**src/sv/utf8d_pkg.sv**
```systemverilog
// Shared types and constants for the UTF-8 stream decoder.
`timescale 1ns / 1ps

package utf8d_pkg;

	localparam int CP_W  = 21;
	localparam int ORD_W = 12;

	localparam int MAX_ORDINAL = 4095;
	localparam logic [ORD_W-1:0] ORD_LIMIT =
		(MAX_ORDINAL > 4095) ? ORD_W'(4095) : ORD_W'(MAX_ORDINAL);

	localparam logic [CP_W-1:0] REPL_CP = CP_W'(21'h00FFFD);

	// Results caused by one input byte: rep_cnt replacement characters first,
	// then optionally one tail result.
	typedef struct packed {
		logic [1:0]      rep_cnt;
		logic            tail;
		logic [CP_W-1:0] tail_cp;
		logic            tail_repl;
		logic            fin;
	} burst_t;

endpackage

```
**src/sv/utf8d_decode.sv**
```systemverilog
// Byte classifier and sequence state: turns each accepted byte into a result burst.
`timescale 1ns / 1ps

module utf8d_decode (
	input  logic                    clk,
	input  logic                    arst_n,
	input  logic                    accept,
	input  logic [7:0]              text_byte,
	input  logic                    final_byte,
	output utf8d_pkg::burst_t       burst
);

	logic [1:0]                 need_q;
	logic [1:0]                 taken_q;
	logic [utf8d_pkg::CP_W-1:0] partial_q;

	logic [1:0]                 need_d;
	logic [1:0]                 taken_d;
	logic [utf8d_pkg::CP_W-1:0] partial_d;

	logic                       is_cont;
	logic [1:0]                 taken_inc;
	logic [utf8d_pkg::CP_W-1:0] code_inc;
	logic                       fresh_ascii;
	logic [1:0]                 fresh_need;
	logic [utf8d_pkg::CP_W-1:0] fresh_code;

	assign is_cont   = (text_byte[7:6] == 2'b10);
	assign taken_inc = taken_q + 2'd1;
	assign code_inc  = {partial_q[utf8d_pkg::CP_W-7:0], text_byte[5:0]};

	always_comb begin
		fresh_ascii = 1'b0;
		fresh_need  = 2'd0;
		fresh_code  = '0;
		if (text_byte inside {[8'h00:8'h7F]}) begin
			fresh_ascii = 1'b1;
		end else if (text_byte inside {[8'hC0:8'hDF]}) begin
			fresh_need = 2'd1;
			fresh_code = {16'd0, text_byte[4:0]};
		end else if (text_byte inside {[8'hE0:8'hEF]}) begin
			fresh_need = 2'd2;
			fresh_code = {17'd0, text_byte[3:0]};
		end else if (text_byte inside {[8'hF0:8'hF7]}) begin
			fresh_need = 2'd3;
			fresh_code = {18'd0, text_byte[2:0]};
		end
	end

	always_comb begin
		burst           = '0;
		burst.fin       = final_byte;
		need_d          = need_q;
		taken_d         = taken_q;
		partial_d       = partial_q;
		if (need_q != 2'd0 && is_cont) begin
			if (taken_inc >= need_q) begin
				burst.tail    = 1'b1;
				burst.tail_cp = code_inc;
				need_d        = 2'd0;
				taken_d       = 2'd0;
				partial_d     = '0;
			end else if (final_byte) begin
				// Lead plus every continuation taken, this one included.
				burst.rep_cnt = taken_inc + 2'd1;
			end else begin
				taken_d   = taken_inc;
				partial_d = code_inc;
			end
		end else begin
			if (need_q != 2'd0) begin
				// Broken sequence: replace what was taken, then handle this byte afresh.
				burst.rep_cnt = taken_q + 2'd1;
				need_d        = 2'd0;
				taken_d       = 2'd0;
				partial_d     = '0;
			end
			if (fresh_ascii) begin
				burst.tail    = 1'b1;
				burst.tail_cp = {13'd0, text_byte};
			end else if (fresh_need != 2'd0 && !final_byte) begin
				need_d    = fresh_need;
				taken_d   = 2'd0;
				partial_d = fresh_code;
			end else begin
				burst.tail      = 1'b1;
				burst.tail_cp   = utf8d_pkg::REPL_CP;
				burst.tail_repl = 1'b1;
			end
		end
		if (final_byte) begin
			need_d    = 2'd0;
			taken_d   = 2'd0;
			partial_d = '0;
		end
	end

	always_ff @(posedge clk or negedge arst_n) begin
		if (!arst_n) begin
			need_q    <= 2'd0;
			taken_q   <= 2'd0;
			partial_q <= '0;
		end else if (accept) begin
			need_q    <= need_d;
			taken_q   <= taken_d;
			partial_q <= partial_d;
		end
	end

endmodule

```
**src/sv/utf8d_emit.sv**
```systemverilog
// Burst register and result register: sends a burst out one result per beat.
`timescale 1ns / 1ps

module utf8d_emit (
	input  logic                        clk,
	input  logic                        arst_n,
	input  logic                        load,
	input  utf8d_pkg::burst_t           burst,
	output logic                        ready,
	output logic                        out_valid,
	input  logic                        out_ready,
	output logic [utf8d_pkg::CP_W-1:0]  code_point,
	output logic                        replaced,
	output logic [utf8d_pkg::ORD_W-1:0] ordinal,
	output logic                        text_done
);

	logic [1:0]                  rep_s1;
	logic                        tail_s1;
	logic [utf8d_pkg::CP_W-1:0]  tail_cp_s1;
	logic                        tail_repl_s1;
	logic                        fin_s1;

	logic                        out_valid_q;
	logic [utf8d_pkg::CP_W-1:0]  cp_q;
	logic                        repl_q;
	logic [utf8d_pkg::ORD_W-1:0] ord_out_q;
	logic                        done_q;
	logic [utf8d_pkg::ORD_W-1:0] ord_q;

	logic busy;
	logic out_free;
	logic emit;
	logic last;

	assign busy     = (rep_s1 != 2'd0) || tail_s1;
	assign out_free = !out_valid_q || out_ready;
	assign emit     = busy && out_free;
	assign last     = (rep_s1 == 2'd0) || (rep_s1 == 2'd1 && !tail_s1);
	assign ready    = !busy || (emit && last);

	always_ff @(posedge clk or negedge arst_n) begin
		if (!arst_n) begin
			rep_s1  <= 2'd0;
			tail_s1 <= 1'b0;
			fin_s1  <= 1'b0;
		end else if (load) begin
			rep_s1  <= burst.rep_cnt;
			tail_s1 <= burst.tail;
			fin_s1  <= burst.fin;
		end else if (emit) begin
			if (rep_s1 != 2'd0) begin
				rep_s1 <= rep_s1 - 2'd1;
			end else begin
				tail_s1 <= 1'b0;
			end
		end
	end

	always_ff @(posedge clk) begin
		if (load) begin
			tail_cp_s1   <= burst.tail_cp;
			tail_repl_s1 <= burst.tail_repl;
		end
	end

	always_ff @(posedge clk or negedge arst_n) begin
		if (!arst_n) begin
			out_valid_q <= 1'b0;
			ord_q       <= '0;
		end else begin
			if (emit) begin
				out_valid_q <= 1'b1;
			end else if (out_ready) begin
				out_valid_q <= 1'b0;
			end
			if (emit) begin
				// The ordinal restarts after the last result of a text.
				if (last && fin_s1) begin
					ord_q <= '0;
				end else if (ord_q < utf8d_pkg::ORD_LIMIT) begin
					ord_q <= ord_q + 1'b1;
				end
			end
		end
	end

	always_ff @(posedge clk) begin
		if (emit) begin
			ord_out_q <= ord_q;
			done_q    <= last && fin_s1;
			if (rep_s1 != 2'd0) begin
				cp_q   <= utf8d_pkg::REPL_CP;
				repl_q <= 1'b1;
			end else begin
				cp_q   <= tail_cp_s1;
				repl_q <= tail_repl_s1;
			end
		end
	end

	assign out_valid  = out_valid_q;
	assign code_point = cp_q;
	assign replaced   = repl_q;
	assign ordinal    = ord_out_q;
	assign text_done  = done_q;

endmodule

```
**src/sv/utf8_stream_decoder.sv**
```systemverilog
// Streaming UTF-8 decoder: one text byte in per beat, code points out per beat.
// Bursts are held in the burst register, results in the output register.
// Throughput: one byte per cycle if the output is free; a byte with several results
// (up to four, on a broken sequence) holds the input while the burst register drains.
// Reset: asynchronous, active low; clears pending sequence, ordinal count and valids.
`timescale 1ns / 1ps

module utf8_stream_decoder (
	input  logic        clk,
	input  logic        arst_n,
	input  logic        s_tvalid,
	output logic        s_tready,
	input  logic [7:0]  s_tdata,   // [7:0] text_byte
	input  logic        s_tlast,   // final_byte
	output logic        m_tvalid,
	input  logic        m_tready,
	output logic [39:0] m_tdata,   // [20:0] code_point, [32:21] ordinal, [39:33] zero
	output logic        m_tuser,   // replaced
	output logic        m_tlast    // text_done
);

	utf8d_pkg::burst_t           burst;
	logic                        accept;
	logic [utf8d_pkg::CP_W-1:0]  code_point;
	logic [utf8d_pkg::ORD_W-1:0] ordinal;

	assign accept = s_tvalid && s_tready;

	utf8d_decode u_decode (
		.clk        (clk),
		.arst_n     (arst_n),
		.accept     (accept),
		.text_byte  (s_tdata),
		.final_byte (s_tlast),
		.burst      (burst)
	);

	utf8d_emit u_emit (
		.clk        (clk),
		.arst_n     (arst_n),
		.load       (accept),
		.burst      (burst),
		.ready      (s_tready),
		.out_valid  (m_tvalid),
		.out_ready  (m_tready),
		.code_point (code_point),
		.replaced   (m_tuser),
		.ordinal    (ordinal),
		.text_done  (m_tlast)
	);

	assign m_tdata = {7'd0, ordinal, code_point};

endmodule

```
**config.mk**
```make
export PLATFORM = sky130hd
export DESIGN_NAME = utf8_stream_decoder
export DESIGN_NICKNAME = d
export VERILOG_FILES = /design/src/sv/utf8d_pkg.sv /design/src/sv/utf8d_decode.sv /design/src/sv/utf8d_emit.sv /design/src/sv/utf8_stream_decoder.sv
export SDC_FILE = /design/constraint.sdc
export NUM_CORES = 1
export LEC_CHECK = 0
export ABC_AREA = 1
export BUFFER_PORTS_ARGS = -buffer_cell sky130_fd_sc_hd__buf_4
export CORE_UTILIZATION = 50
export DETAILED_ROUTE_END_ITERATION = 8
export PLACE_DENSITY = 0.75
export SLEW_MARGIN = 15
export SYNTH_ARGS = -nofsm -noshare
export SYNTH_HDL_FRONTEND = slang
export SYNTH_SLANG_ARGS = --single-unit
```
**constraint.sdc**
```tcl
create_clock -name clk -period 2.7 [get_ports clk]
set_input_delay 0.405 -clock clk [delete_from_list [all_inputs] [get_ports clk]]
set_output_delay 0.405 -clock clk [all_outputs]
set_load 0.05 [all_outputs]
```
; ---- Word level (Yosys, flattened, before mapping)
; Cells that the tools add are included.
[totals]
in_bits = 13
output_inout_bits = 44
regBits = 99
wordCells = 108
[classes]
reduce_logical = 32
n_addsub = 4
magnitude_cmp = 10
eq_ne = 4
mux = 44
[op_table]
columns = operator, n
row1 = $mux 21, 9
row2 = $mux 2, 22
row3 = $mux 22, 2
row4 = $ge 8x8->1 const B, 3
row5 = $le 8x8->1 const B, 3
row6 = $mux 12, 2
row7 = $mux 24, 1
row8 = $mux 23, 1
row9 = $reduce_bool 2->1, 7
row10 = $add 12x1->12 const B, 1
row11 = $lt 12x12->1 const B, 1
row12 = $logic_and 1x1->1, 11
row13 = $ge 8x1->1 const B, 1
row14 = $le 8x7->1 const B, 1
row15 = $reduce_and 2->1, 4
row16 = $mux 1, 6
row17 = $add 2x1->2 const B, 2
row18 = $logic_not 1->1, 4
row19 = $logic_or 1x1->1, 4
row20 = $mux 3, 1
row21 = $ne 3x3->1 const B, 1
row22 = $eq 2x1->1 const B, 1
row23 = $eq 2x2->1 const B, 1
row24 = $ge 2x2->1, 1
row25 = 4 further kinds, 4

; ---- Logic depth before layout (Yosys ltp)
[depth]
depth_word = 12
depth_mapped = 12
ltp_nobuf = 10

; ---- Hierarchy
; A second synthesis with hierarchy kept.
[unflattened]
hier_cells = 463
hier_area_um2 = 4381.7
[modules_own_cells]
columns = module, cells_each, area_each_um2, seq_area_each_um2, n_inst
row1 = utf8d_emit, 221, 2896.5, 2137.0, 1
row2 = utf8d_decode, 232, 1421.4, 475.5, 1
row3 = utf8_stream_decoder, 10, 63.8, 0.0, 1

; ---- Worst setup path before layout
; OpenSTA, ideal clock, no wires.
[synth_path]
path_kind = reg2reg
startpoint = register u_emit.rep_s1[0]
endpoint = register u_emit.ord_q[8] (netlist bit)
synth_period_minus_slack_ps = 2184
path_buffers = 2
required_ps = 2570
setup_time_ps = 130
slack_ps = 516
t_arrival_ps = 2055
stages_incl_launch_ff = 11
path_cell_list = dfrtp_1 inv_1 ha_1 buf_4 nand2_1 nand2_1 inv_1 nand2_2 buf_4 nand2_1 o21ai_0
[synth_via]
word_cells_on_any_way = 11
cone_classes = 1 x eq/ne / 1 x mux / 9 x reduce/logical
[synth_rtl]
columns = item, line_no
row1 = start: declaration, utf8d_emit.sv:18  ; logic [1:0] rep_s1;
row2 = start signal: assignment, utf8d_emit.sv:48  ; rep_s1 <= burst.rep_cnt;
row3 = start signal: assignment, utf8d_emit.sv:53  ; rep_s1 <= rep_s1 - 2'd1;
row4 = $reduce_bool 2->1, utf8d_emit.sv:36  ; assign busy = (rep_s1 != 2'd0) || tail_s1;
row5 = $logic_or 1x1->1, utf8d_emit.sv:36
row6 = $logic_and 1x1->1, utf8d_emit.sv:38  ; assign emit = busy && out_free;
row7 = via u_emit.emit, utf8d_emit.sv:33  ; logic emit;
row8 = $reduce_and 2->1 (no line), -
row9 = end signal: assignment, utf8d_emit.sv:82  ; ord_q <= ord_q + 1'b1;
row10 = end: declaration, utf8d_emit.sv:29  ; logic [utf8d_pkg::ORD_W-1:0] ord_q;
; The timed path passes the listed nets, and every way through them passes these cells.
; A chain may end at the register's enable or synchronous reset.

; ---- Worst setup path in the final report
[layout_path]
startpoint = register u_emit.rep_s1[1]
endpoint = output s_tready
[layout_via]
elab_chain_len = 5
word_cells_on_any_way = 10
cone_classes = 1 x eq/ne / 9 x reduce/logical
[layout_rtl]
columns = item, line_no
row1 = $eq 2x1->1 / $reduce_bool 2->1 (equally long branches), "utf8d_emit.sv:39, utf8d_emit.sv:36"
row2 = $logic_and 1x1->1 / $logic_or 1x1->1 (equally long branches), "utf8d_emit.sv:39, utf8d_emit.sv:36"
row3 = $logic_or 1x1->1 / $logic_and 1x1->1 (equally long branches), "utf8d_emit.sv:39, utf8d_emit.sv:38"
row4 = $logic_and 1x1->1, utf8d_emit.sv:40  ; assign ready = !busy || (emit && last);
row5 = $logic_or 1x1->1 (*), utf8d_emit.sv:40
row6 = end: declaration, utf8_stream_decoder.sv:12  ; output logic s_tready,
; Mark *: on every way between the ends. The rest lies on a longest branch, timed or not.

==> flow_metrics.env <==
export IMPL_status="finished clean"
export IMPL_fmax_ghz=0.449
export IMPL_final_cell_mix="nand2_1, edfxtp_1, buf_4"
export IMPL_worstSkewPairLatency_ns=0.35
export IMPL_antenna_cells=0
export IMPL_grt_pass1_vias=2697
export IMPL_drc=0
export IMPL_power_per_cell_area_nw_per_um2=1100
export IMPL_netlist_area_sq_um=4160
export IMPL_p_sw_mw=2.26
export IMPL_clk_pin_slew_worst_paths_ns=0.09
export IMPL_drt_iter0_drc=128
export IMPL_maxSlewViolCount=0
export IMPL_crit_chain="inv_1 -> ha_1 -> inv_2 -> nand2_2 -> nand2_1 -> inv_1 -> buf_4"
export IMPL_setup_viol=0
export IMPL_path_delay_family="buffers and inverters"
export IMPL_syn2layout_area_growth_pct=15.0
export IMPL_path_buf_inv=4
export IMPL_crit_fanout=19
export IMPL_cts_resized_gates=0
export IMPL_finClkSkew_ns=0.00920
export IMPL_timing_final_crit_period_ns=2.23
export IMPL_finalHoldViolCount=0
export IMPL_cp_slowest_cell="dfrtp_1"
export IMPL_cts_sinks=93
export IMPL_cts_hold_buf=0
export IMPL_pwr_share_comb_pct=42.4
export IMPL_post_cts_setup_buffer_count=0
export IMPL_r2r_slack_ns=0.63
export IMPL_synth_compound_area_share_pct=5.08
export IMPL_grt_antenna_before_repair=0
export IMPL_syn_avg_cell_area_sq_um=9.89
export IMPL_synth_edff_count=57
export IMPL_io_buffers=49
export IMPL_clockBufferDepth=2
export IMPL_worst_hold_slack_ns=0.00582
export IMPL_die_height_um=93.2
export IMPL_period_share_pct=82.5
export IMPL_max_stage_delay_ns=0.39
export IMPL_grt_pass1_wl_um=12500
export IMPL_drv_cap=0
export IMPL_leakage_nw=2.12
export IMPL_die_w_um=93.2
export IMPL_ant_nets=0
export IMPL_drt_pass1_iter_count=4
export IMPL_place_hpwl_um=5540
export IMPL_synthAdderAreaFrac_pct=1.50
export IMPL_clockPowerShare_pct=15.7
export IMPL_synthFlopType="edfxtp_1"
export IMPL_crit_path_start_kind="flip-flop"
export IMPL_end_kind="output pin"
export IMPL_synth_top_family_by_area="simple AND/OR/NAND/NOR gates"
export IMPL_drive_above_1_share_pct=20.3
export IMPL_ys_seq_area_share_pct=62.8
export IMPL_cts_root_buf="clkbuf_8"
export IMPL_route_vias_total=2916
export IMPL_required_ns=2.30
export IMPL_synth_xor_area_share_pct=1.05
export IMPL_swShare_pct=42.9
export IMPL_grt_usage_pct=18.9
export IMPL_start_util_pct=52.8
export IMPL_wirelength_um=7560
export IMPL_io_pins=57
export IMPL_worstSetupPathType="reg2out"
export IMPL_internal_power_mw=3.00
export IMPL_wire_per_inst_um=13.0
export IMPL_yosys_warnings=0
export IMPL_mostFrequentLayoutCell="nand2_1"
export IMPL_worstHoldPathType="in2async"
export IMPL_arrival_ns=1.82
export IMPL_gp_congestion=0.868
export IMPL_cp_common_cell="inv_1"
export IMPL_seq_power_share_pct=42.0
export IMPL_synthArstFlopShare_pct=38.7
export IMPL_ys_types=30
export IMPL_dieArea_sq_um=8690
export IMPL_synthCells=421
export IMPL_finalSetupTns_ns=0
export IMPL_fin_nets=491
export IMPL_core_area_sq_um=7890
export IMPL_htree_num_levels=3
export IMPL_rsz0062_at_grt="false"
export IMPL_grt_overflow=0
export IMPL_rows=32
export IMPL_synthMuxAreaShare_pct=0
export IMPL_ir_drop_uv=361
export IMPL_via_per_inst=5.03
export IMPL_tritoncts="built"
export IMPL_grt_max_degree=37
export IMPL_cts_made_buffers=9
export IMPL_synth_seq_cells=93
export IMPL_synth_simple_area_share_pct=22.9
-- final timing paths --
| kind | from | to | depth (start not counted) |
|---|---|---|---|
| setup reg to reg | u_emit.rep_s1[1]$_DFFE_PN0P_ | u_emit.rep_s1[1]$_DFFE_PN0P_ | 10 |
| hold / removal | arst_n | u_decode.partial_q[5]$_DFFE_PN0P_ | 1 |
| max in group asynchronous | arst_n | u_emit.rep_s1[0]$_DFFE_PN0P_ | 1 |
| min in group clk | s_tdata[5] | u_decode.partial_q[5]$_DFFE_PN0P_ | 3 |
| hold reg to reg | u_decode.partial_q[14]$_DFFE_PN0P_ | u_decode.partial_q[14]$_DFFE_PN0P_ | 2 |
| setup / recovery | u_emit.rep_s1[1]$_DFFE_PN0P_ | s_tready | 7 |
-- flip-flops by register name, summed over array words and instances (netlist names) --
signal / count
u_decode.need_q: 2
u_decode.partial_q: 15
u_decode.taken_q: 2
u_emit.code_point: 21
u_emit.fin_s1: 1
u_emit.ord_q: 12
u_emit.ordinal: 12
u_emit.out_valid: 1
u_emit.rep_s1: 2
u_emit.replaced: 1
u_emit.tail_cp_s1: 21
u_emit.tail_repl_s1: 1
u_emit.tail_s1: 1
u_emit.text_done: 1
-- kinds of logic (layout without fill, tap and decap cells) --
| kind of cell | Yosys count | count (layout) |
|---|---|---|
| other cells | 1 | 7 |
| compound gates | 39 | 39 |
| simple gates | 217 | 217 |
| xor+xnor | 5 | 5 |
| buf+inv | 61 | 112 |
| fa+ha+maj | 5 | 5 |
| flops | 93 | 93 |
-- layout make-up --
class / instances / area [sq um]
clock inverter: 5 / 35.0
sequential: 93 / 2610
fill: 626 / 3100
clock buffer: 11 / 141
inverter: 43 / 161
multi-input combinational: 273 / 1300
timing repair buffer: 53 / 410
tap: 102 / 128
-- synth_stat cells (2+ instances only) --
cell type	n	area share (%)
nor2_1	29	2.6
or2_2	16	2.4
nand4_1	3	0.45
clkbuf_1	2	0.18
buf_2	6	0.72
nand2_2	5	0.75
nand2_1	127	11
a211oi_1	4	0.72
inv_2	4	0.36
a21oi_1	2	0.24
o21ai_0	28	3.4
o21ai_1	2	0.24
dfrtp_1	36	22
buf_4	10	1.8
nand3b_1	3	0.54
inv_1	39	3.5
ha_1	5	1.5
xor2_1	4	0.84
nand3_1	28	3.4
edfxtp_1	57	41
nor2_2	2	0.30
-- per-layer routing --
metal / vias up / wire length, um / global-route usage [%]
met5: - / 0 / 0
met4: 0 / 131 / 5.77
met3: 12 / 358 / 4.15
met2: 89 / 3680 / 31.0
met1: 1351 / 3390 / 25.1
li1: 1464 / - / -
-- metrics by stage --
stage	worst slack, ns	util (%)	power, mW	instances	cell area (sq um)
final	0.473	60.7	5.26	580	4790
after global routing	0.282	60.7	5.56	580	4790
after CTS	0.435	60.7	5.30	580	4790
after detailed placement	0.625	58.5	4.48	564	4610
after global placement	0.760	58.5	4.44	564	4610
after floorplan	0.516	-	3.85	427	4190
-- power groups by stage --
| stage | Clock, mW | Combinational, mW | Sequential, mW |
|---|---|---|---|
| floorplan | 0 | 0.877 | 2.97 |
| global placement | 0 | 2.21 | 2.23 |
| detailed placement | 0 | 2.24 | 2.24 |
| CTS | 0.840 | 2.25 | 2.21 |
| global route | 0.901 | 2.41 | 2.25 |
| finish | 0.825 | 2.23 | 2.21 |
Power figures use the tool's default switching activity.
